File: src/rtl/hsl_pkg.sv
// hsl_pkg: widths, depth and stage types for the halving slice locator.
// No dependencies; used by the interfaces and the top level.

package hsl_pkg;

    localparam int MAX_GROUP = 1024;
    localparam int STEPS     = $clog2(MAX_GROUP);

    localparam int RANK_W   = 10;
    localparam int SIZE_W   = 11;
    localparam int COUNT_W  = 31;
    localparam int EBYTES_W = 13;
    localparam int OFFSET_W = 43;

    // Payload carried down the halving pipeline
    typedef struct packed {
        logic                takes_part;
        logic [RANK_W-1:0]   rank;
        logic [RANK_W-1:0]   rem;
        logic [RANK_W-1:0]   vrank;
        logic [SIZE_W-1:0]   pof2;
        logic [COUNT_W-1:0]  start;
        logic [COUNT_W-1:0]  win;
        logic [EBYTES_W-1:0] element_bytes;
    } stage_t;

endpackage

File: src/rtl/hsl_query_if.sv
// hsl_query_if: valid/ready channel carrying one slice query.
// Depends on hsl_pkg for field widths.

interface hsl_query_if;
    logic                         valid;
    logic                         ready;
    logic [hsl_pkg::RANK_W-1:0]   rank;
    logic [hsl_pkg::SIZE_W-1:0]   group_size;
    logic [hsl_pkg::COUNT_W-1:0]  element_total;
    logic [hsl_pkg::EBYTES_W-1:0] element_bytes;

    modport source (output valid, rank, group_size, element_total, element_bytes,
                    input ready);
    modport sink   (input valid, rank, group_size, element_total, element_bytes,
                    output ready);
endinterface

File: src/rtl/hsl_slice_if.sv
// hsl_slice_if: valid/ready channel carrying one owned-slice result.
// Depends on hsl_pkg for field widths.

interface hsl_slice_if;
    logic                         valid;
    logic                         ready;
    logic                         takes_part;
    logic [hsl_pkg::OFFSET_W-1:0] byte_offset;
    logic [hsl_pkg::COUNT_W-1:0]  slice_elements;

    modport source (output valid, takes_part, byte_offset, slice_elements,
                    input ready);
    modport sink   (input valid, takes_part, byte_offset, slice_elements,
                    output ready);
endinterface

File: src/rtl/halving_slice_locator.sv
// halving_slice_locator: slice owned by a rank after recursive-halving reduce-scatter.
// Depends on hsl_pkg, hsl_query_if and hsl_slice_if.
//
//   channel | dir | payload
//   query   | in  | rank, group_size, element_total, element_bytes
//   slice   | out | takes_part, byte_offset, slice_elements
//
// One transaction per cycle sustained while slice.ready is high; the pipeline is a decode stage,
// one stage per halving step and a multiply-and-output stage.
// rst_n clears only the stage and output valid bits; payload registers are not reset.
// The whole pipeline holds while a result waits on slice.ready; the stall
// propagates straight to query.ready, so nothing is dropped or repeated.

module halving_slice_locator
(
    input  logic               clk,
    input  logic               rst_n,
    hsl_query_if.sink          query,
    hsl_slice_if.source        slice
);

    localparam int STEPS = hsl_pkg::STEPS;

    logic                           advance;
    logic                           stage_valid_reg [0:STEPS];
    hsl_pkg::stage_t                stage_reg       [0:STEPS];
    hsl_pkg::stage_t                decode_next;
    hsl_pkg::stage_t                step_next       [1:STEPS];

    logic                           out_valid_reg;
    logic                           out_part_reg;
    logic [hsl_pkg::OFFSET_W-1:0]   out_offset_reg;
    logic [hsl_pkg::COUNT_W-1:0]    out_count_reg;
    logic [hsl_pkg::OFFSET_W:0]     product;

    assign advance     = !out_valid_reg || slice.ready;
    assign query.ready = advance;

    // Decode: fold the group to a power of two and pick the virtual rank
    always_comb
    begin
        logic [hsl_pkg::SIZE_W-1:0] pof2;
        logic [hsl_pkg::SIZE_W-1:0] rem;
        logic                       bad;
        logic                       folded;
        logic                       part;

        pof2 = '0;
        for (int i = 0; i < hsl_pkg::SIZE_W; i++)
        begin
            if (query.group_size[i])
            begin
                pof2 = hsl_pkg::SIZE_W'(1) << i;
            end
        end
        rem    = query.group_size - pof2;
        bad    = (query.group_size == '0)
              || ({1'b0, query.rank} >= query.group_size)
              || (32'(query.group_size) > 32'(hsl_pkg::MAX_GROUP));
        folded = ({1'b0, query.rank} < {rem[hsl_pkg::SIZE_W-2:0], 1'b0}) && query.rank[0];
        part   = !bad && !folded;

        decode_next.takes_part    = part;
        decode_next.rank          = query.rank;
        decode_next.rem           = rem[hsl_pkg::RANK_W-1:0];
        decode_next.pof2          = part ? pof2 : hsl_pkg::SIZE_W'(1);
        decode_next.vrank         = ({1'b0, query.rank} < {rem[hsl_pkg::SIZE_W-2:0], 1'b0})
                                  ? (query.rank >> 1)
                                  : (query.rank - rem[hsl_pkg::RANK_W-1:0]);
        decode_next.start         = '0;
        // Excluded ranks and single-member groups own nothing
        decode_next.win           = (part && pof2 != hsl_pkg::SIZE_W'(1))
                                  ? query.element_total : '0;
        decode_next.element_bytes = query.element_bytes;
    end

    // One halving step per stage; step k uses partner mask 1<<k
    for (genvar k = 0; k < STEPS; k++)
    begin : g_step
        always_comb
        begin
            logic [hsl_pkg::RANK_W-1:0]  mask;
            logic [hsl_pkg::RANK_W-1:0]  vpeer;
            logic [hsl_pkg::SIZE_W-1:0]  peer;
            logic [hsl_pkg::COUNT_W-1:0] half;
            hsl_pkg::stage_t             cur;

            cur   = stage_reg[k];
            mask  = hsl_pkg::RANK_W'(1) << k;
            vpeer = cur.vrank ^ mask;
            peer  = (vpeer < cur.rem) ? {vpeer, 1'b0} : ({1'b0, vpeer} + {1'b0, cur.rem});
            half  = cur.win >> 1;

            step_next[k+1] = cur;
            if (cur.pof2 > {1'b0, mask})
            begin
                if ({1'b0, cur.rank} < peer)
                begin
                    step_next[k+1].win = half;
                end
                else
                begin
                    step_next[k+1].start = cur.start + half;
                    step_next[k+1].win   = cur.win - half;
                end
            end
        end
    end

    always_ff @(posedge clk or negedge rst_n)
    begin
        if (!rst_n)
        begin
            for (int i = 0; i <= STEPS; i++)
            begin
                stage_valid_reg[i] <= 1'b0;
            end
            out_valid_reg <= 1'b0;
        end
        else if (advance)
        begin
            stage_valid_reg[0] <= query.valid;
            for (int i = 1; i <= STEPS; i++)
            begin
                stage_valid_reg[i] <= stage_valid_reg[i-1];
            end
            out_valid_reg <= stage_valid_reg[STEPS];
        end
    end

    always_ff @(posedge clk)
    begin
        if (advance)
        begin
            stage_reg[0] <= decode_next;
            for (int i = 1; i <= STEPS; i++)
            begin
                stage_reg[i] <= step_next[i];
            end
            out_part_reg   <= stage_reg[STEPS].takes_part;
            out_offset_reg <= product[hsl_pkg::OFFSET_W-1:0];
            out_count_reg  <= stage_reg[STEPS].win;
        end
    end

    // 31x13 multiply, registered straight into the output stage
    assign product = (hsl_pkg::OFFSET_W+1)'(stage_reg[STEPS].start)
                   * (hsl_pkg::OFFSET_W+1)'(stage_reg[STEPS].element_bytes);

    assign slice.valid          = out_valid_reg;
    assign slice.takes_part     = out_part_reg;
    assign slice.byte_offset    = out_offset_reg;
    assign slice.slice_elements = out_count_reg;

endmodule
File: src/flat_wrapper.sv
// flat-port wrapper written by rule: the top's interface ports become plain ports
module halving_slice_locator_flat 
  (clk, rst_n, query_valid, query_rank, query_group_size, query_element_total, query_element_bytes, query_ready, slice_valid, slice_takes_part, slice_byte_offset, slice_slice_elements, slice_ready);
  hsl_query_if query_i ();
  hsl_slice_if slice_i ();
  input  logic clk;
  input  logic rst_n;
  input wire logic [$bits(query_i.valid)-1:0] query_valid;
  input wire logic [$bits(query_i.rank)-1:0] query_rank;
  input wire logic [$bits(query_i.group_size)-1:0] query_group_size;
  input wire logic [$bits(query_i.element_total)-1:0] query_element_total;
  input wire logic [$bits(query_i.element_bytes)-1:0] query_element_bytes;
  output wire logic [$bits(query_i.ready)-1:0] query_ready;
  output wire logic [$bits(slice_i.valid)-1:0] slice_valid;
  output wire logic [$bits(slice_i.takes_part)-1:0] slice_takes_part;
  output wire logic [$bits(slice_i.byte_offset)-1:0] slice_byte_offset;
  output wire logic [$bits(slice_i.slice_elements)-1:0] slice_slice_elements;
  input wire logic [$bits(slice_i.ready)-1:0] slice_ready;
  assign query_i.valid = query_valid;
  assign query_i.rank = query_rank;
  assign query_i.group_size = query_group_size;
  assign query_i.element_total = query_element_total;
  assign query_i.element_bytes = query_element_bytes;
  assign query_ready = query_i.ready;
  assign slice_valid = slice_i.valid;
  assign slice_takes_part = slice_i.takes_part;
  assign slice_byte_offset = slice_i.byte_offset;
  assign slice_slice_elements = slice_i.slice_elements;
  assign slice_i.ready = slice_ready;
  halving_slice_locator u_core (.clk(clk), .rst_n(rst_n), .query(query_i), .slice(slice_i));
endmodule
File: config.mk
export PLATFORM = sky130hd
export DESIGN_NAME = halving_slice_locator_flat
export DESIGN_NICKNAME = d
export VERILOG_FILES = /design/src/rtl/hsl_pkg.sv /design/src/rtl/hsl_query_if.sv /design/src/rtl/hsl_slice_if.sv /design/src/rtl/halving_slice_locator.sv /design/src/flat_wrapper.sv
export SDC_FILE = /design/constraint.sdc
export NUM_CORES = 2
export LEC_CHECK = 0
export BUFFER_PORTS_ARGS = -buffer_cell sky130_fd_sc_hd__buf_2
export CORE_ASPECT_RATIO = 0.6
export CORE_MARGIN = 3
export CORE_UTILIZATION = 60
export CTS_BUF_LIST = sky130_fd_sc_hd__clkbuf_8
export DETAILED_ROUTE_END_ITERATION = 10
export MAX_ROUTING_LAYER = met4
export PLACE_DENSITY = 0.82
export SETUP_SLACK_MARGIN = 0.3
export SLEW_MARGIN = 10
export SYNTH_ARGS = -nofsm -noshare
export SYNTH_HDL_FRONTEND = slang
export SYNTH_SLANG_ARGS = --single-unit
File: constraint.sdc
create_clock -name clk -period 68.3 [get_ports clk]
set_input_delay 13.66 -clock clk [delete_from_list [all_inputs] [get_ports clk]]
set_output_delay 13.66 -clock clk [all_outputs]
set_load 0.01 [all_outputs]
=== Yosys cells after proc, flatten, opt, wreduce, memory -nomap -nowiden ===
Memory sizes are Yosys's and may differ from the RTL's.
Cells that the tools add are included.
W data, S select, Z words.

* Bits in registers: 87
* Input port bits: 69
* Word-level logic and storage cells: 159
* Memory bits (writable): 1287
* Output and inout bits: 77
* Memories kept: 1

* Multipliers: 1
* Bitwise gates (word level): 10
* Mux-type cells: 56
* $add $sub $neg: 32
* Eq/ne operators: 1
* Magnitude comparators: 33
* Reductions and logical operators: 10

{| class="wikitable"
|+ Memories
! memory !! words !! width !! read ports !! clocked after memory_dff !! wr ports !! line !! text
|-
| u_core.stage_reg || 11 || 117 || 11 || 0 || 11 || halving_slice_locator.sv:26 || <nowiki>hsl_pkg::stage_t stage_reg [0:STEPS];</nowiki>
|}

{| class="wikitable"
|+ Operators with widths
! operator !! number
|-
| $mux W31 || 21
|-
| $mux W62 || 10
|-
| $add A31 B30 Y31 || 10
|-
| $sub A31 B30 Y31 || 10
|-
| $mux W11 || 21
|-
| $lt A10 B11 Y1 || 11
|-
| $add A10 B10 Y11 || 10
|-
| $lt A10 B10 Y1 || 10
|-
| $mul A31 B13 Y43 || 1
|-
| $sub A10 B10 Y10 || 2
|-
| $ge A10 B11 Y1 || 1
|-
| $gt A11 B1 Y1 const B || 1
|-
| $gt A11 B10 Y1 const B || 1
|-
| $gt A11 B11 Y1 const B || 1
|-
| $gt A11 B2 Y1 const B || 1
|-
| $gt A11 B3 Y1 const B || 1
|-
| $gt A11 B4 Y1 const B || 1
|-
| $gt A11 B5 Y1 const B || 1
|-
| $gt A11 B6 Y1 const B || 1
|-
| $gt A11 B7 Y1 const B || 1
|-
| $gt A11 B8 Y1 const B || 1
|-
| $gt A11 B9 Y1 const B || 1
|-
| $logic_not A11 Y1 || 1
|-
| $ne A11 B1 Y1 const B || 1
|-
| 6 further kinds || 23
|}

=== Longest topological paths before layout ===
* Depth after elaboration: 18
* Depth in mapped cells: 26
* Depth with buffers taken out: 23

=== Least setup slack after synthesis ===
Ideal clock, no wire load.

* Path type: input-to-output
* Start: in slice_ready
* End: out query_ready
* Path buffers: 1
* Cell stages on the path: 2
* Required time: 54.640 ns
* Path slack: 5.977 ns
* Arrival: 48.663 ns
* Cells stage by stage: nand2b_1 > buf_1

* Cells in the longest elaborated chain, start to end: 1

{| class="wikitable"
|+ Ends and longest elaborated chain
! item !! line !! text
|-
| start, declared || flat_wrapper.sv:18 || <nowiki>input wire logic [$bits(slice_i.ready)-1:0] slice_ready;</nowiki>
|-
| $logic_or A1 B1 Y1 || halving_slice_locator.sv:36 || <nowiki>assign advance = !out_valid_reg || slice.ready;</nowiki>
|-
| end, declared || flat_wrapper.sv:13 || <nowiki>output wire logic [$bits(query_i.ready)-1:0] query_ready;</nowiki>
|}

No other way between the ends.

=== Worst setup path in the final report ===
Same ends and word-level chain as after synthesis.

==> results.sh <==
export IMPL_crit_buf_inv=2
export IMPL_io_pins=146
export IMPL_ys_seq_area_share_pct=38.9
export IMPL_grtUsageTotal_pct=29.8
export IMPL_clock_sinks=1301
export IMPL_path_common_cell="buf_2"
export IMPL_place_ws_ns=40.27
export IMPL_initial_utilization_pct=60.8
export IMPL_multi_input_area_sq_um=56300
export IMPL_grt_pass1_wl_um=403000
export IMPL_status="finished, final reports clean"
export IMPL_htreeDepth=4
export IMPL_syn_nets=11600
export IMPL_place_hpwl_um=196000
export IMPL_tightestPinTransition_ns=1.28
export IMPL_clk_latency_ns=0.97
export IMPL_fmax_mhz=35.7
export IMPL_root_buffer="clkbuf_8"
export IMPL_cts_hold_buf=0
export IMPL_fillers=12800
export IMPL_post_route_util_pct=65.0
export IMPL_finalNetCount=11700
export IMPL_finalHoldViolCount=0
export IMPL_clkTransAtPathRegs_ns=0.06
export IMPL_die_w_um=534
export IMPL_cp_data_required_time_ns=54.64
export IMPL_synth_top_cell_by_area="edfxtp_1"
export IMPL_fin_crit_ns=28.02
export IMPL_ys_ff_latch=1301
export IMPL_cts_repair_resized=0
export IMPL_vias=78200
export IMPL_syn_area_sq_um=100000
export IMPL_area_growth_pct=6.93
export IMPL_crit_path_max_incr_delay_ns=0.29
export IMPL_cts_setup_buffers=0
export IMPL_antenna_found_initial=4
export IMPL_avgSynthCellArea_sq_um=9.88
export IMPL_ys_types=91
export IMPL_fin_cells=12700
export IMPL_slew_headroom_pct=12.7
export IMPL_cts_buffer_depth=4
export IMPL_wl_um=253000
export IMPL_die_area_sq_um=172000
export IMPL_drtPass1Iterations=6
export IMPL_worst_slack_ns=40.28
export IMPL_rsz0062_at_grt="false"
export IMPL_max_cap_violations=0
export IMPL_drive_above_1_share_pct=6.37
export IMPL_critical_path_class="in2out"
export IMPL_post_place_cells=12300
export IMPL_core_area_sq_um=165000
export IMPL_synth_top_area_share_pct=38.6
export IMPL_antenna_left=0
export IMPL_cp_end_kind="output pin"
export IMPL_final_max_slew_viol_count=0
export IMPL_crit_arrival_ns=14.36
export IMPL_seqCellArea_sq_um=39000
export IMPL_grt_max_degree=157
export IMPL_period_share_pct=41.0
export IMPL_port_buffers=145
export IMPL_tritoncts="yes"
export IMPL_synth_area_leaders="edfxtp_1 39%, ha_1 12%, fa_1 7.0%, a21oi_1 4.1%, inv_1 3.9%"
export IMPL_yosys_warnings=0
export IMPL_grt_pass1_vias=73400
export IMPL_path_delay_family="buffers and inverters"
export IMPL_drt_initial_drc_count=9171
export IMPL_tns_ns=0
export IMPL_async_flop_share_pct=0.922
export IMPL_fin_skew_ns=0.114
export IMPL_path_cells="buf_2 -> nand2b_4 -> buf_2"
export IMPL_synth_ff_type="edfxtp_1"
export IMPL_largest_reg_flops=1214
export IMPL_hp_class="reg2reg"
export IMPL_cp_max_fo=4
export IMPL_die_h_um=323
export IMPL_setup_violations=0
export IMPL_cp_start_kind="input port"
export IMPL_remaining_drc_errors=0
export IMPL_core_rowCount=115
export IMPL_syn_inst=10200
export IMPL_gp_congestion=0.979
export IMPL_viasPerCell=6.18
export IMPL_overflow=0
export IMPL_critPathSlowestCell="nand2b_4"
export IMPL_cts_buffers=204
export IMPL_synth_edf_count=1289
export IMPL_wl_per_cell_um=20.0
-- worst reg2reg max path, stage by stage (launching register included) --
cell and delay (ns):
edfxtp_1 0.86, and2_1 0.42, fa_1 0.51, inv_1 0.05, fa_1 0.47, inv_1 0.05, fa_1 0.49, inv_1 0.05
fa_1 0.51, fa_1 0.50, inv_1 0.04, ha_1 0.32, nand2_1 0.07, o21ai_1 0.39, o2111ai_1 0.28, o211ai_1 0.26
buf_4 0.22, a41oi_1 0.25, a211oi_1 0.65, a21oi_1 0.20, o21a_1 0.23, xnor2_1 0.48
-- kinds of logic (layout without fill, tap and decap cells) --
logic type	Yosys count	in the layout	synth area share [%]
and+or+nand+nor	2587	2587	12.2
AOI/OAI and AO/OA	2830	2830	17.7
xor gates and xnor gates	540	540	4.71
other	0	3	0
muxes	206	206	2.16
adders and majority gates	1331	1331	19.2
DFF	1301	1301	38.9
buffers and inverters	1365	1631	5.16
-- layer usage --
layer  wire length [um]  GRT usage (%)  vias up  share of wire [%]
met5                  0              -        -                  0
met2              97100           38.5     3672                 38
met4               3330           4.60        0                1.3
met1             123000           47.6    37500                 49
li1                   -              -    36700                  -
met3              29900           6.54      305                 12
-- synth_stat cells (all sizes together) (48+ instances only) --
master / count
o21a: 118
and2: 211
mux2: 85
nand2b: 114
mux2i: 121
o31ai: 61
o21ai: 742
inv: 1054
ha: 982
o21bai: 104
o211ai: 74
nor2: 562
nor3: 156
nand2: 937
a31oi: 89
a21oi: 817
clkbuf: 262
edfxtp: 1289
nand4: 63
nor2b: 96
nor3b: 50
nand3: 160
xor2: 217
fa: 349
buf: 48
xnor2: 323
a211oi: 124
and3: 77
a21o: 353
-- per-stage QoR --
stage          hold slack, ns  area (sq um)
2_1_floorplan           0.400        100000
3_3_place_gp            0.401        103000
3_5_place_dp            0.405        103000
4_1_cts                 0.383        107000
5_1_grt                 0.373        107000
6_report                0.370        107000
-- placed cells by master, fill, tap and decap left out, drive strengths merged, types with 85 or more instances in the layout --
cell type and count:
a211oi 124, a21o 353, a21oi 817, a31oi 89, and2 211, buf 224, clkbuf 207, edfxtp 1289
fa 349, ha 982, inv 1098, mux2 85, mux2i 121, nand2 937, nand2b 114, nand3 160
nor2 562, nor2b 96, nor3 156, o21a 118, o21ai 742, o21bai 104, xnor2 323, xor2 217
-- path summary, 6_finish.rpt --
kind | startpoint | endpoint | slack (ns) | depth (start not counted)
min | u_core.stage_reg[3][9]$_DFFE_PP_ | u_core.stage_reg[4][9]$_DFFE_PP_ | 0.37 | 0
min reg2reg | u_core.stage_reg[3][9]$_DFFE_PP_ | u_core.stage_reg[4][9]$_DFFE_PP_ | 0.37 | 0
max in group asynchronous | rst_n | u_core.stage_valid_reg[1]$_DFFE_PN0P_ | 55.47 | 1
min in group asynchronous | rst_n | u_core.stage_valid_reg[0]$_DFFE_PN0P_ | 12.62 | 1
max reg2reg | u_core.stage_reg[10][2]$_DFFE_PP_ | u_core.slice.byte_offset[41]$_DFFE_PP_ | 60.78 | 21
max | slice_ready | query_ready | 40.28 | 3
-- cell type report --
| class | count | area share [%] |
|---|---|---|
| Timing Repair Buffer | 224 | 1.24 |
| Antenna cell | 3 | 0.00699 |
| Sequential cell | 1301 | 36.3 |
| Clock inverter | 145 | 1.01 |
| Clock buffer | 207 | 2.65 |
| Tap cell | 2223 | 2.59 |
| Inverter | 1055 | 3.69 |
| Multi-Input combinational cell | 7494 | 52.5 |
Power is left out: the tool's default activity adds up to more than one toggle a clock period on the data nets, which glitch-free logic cannot reach.
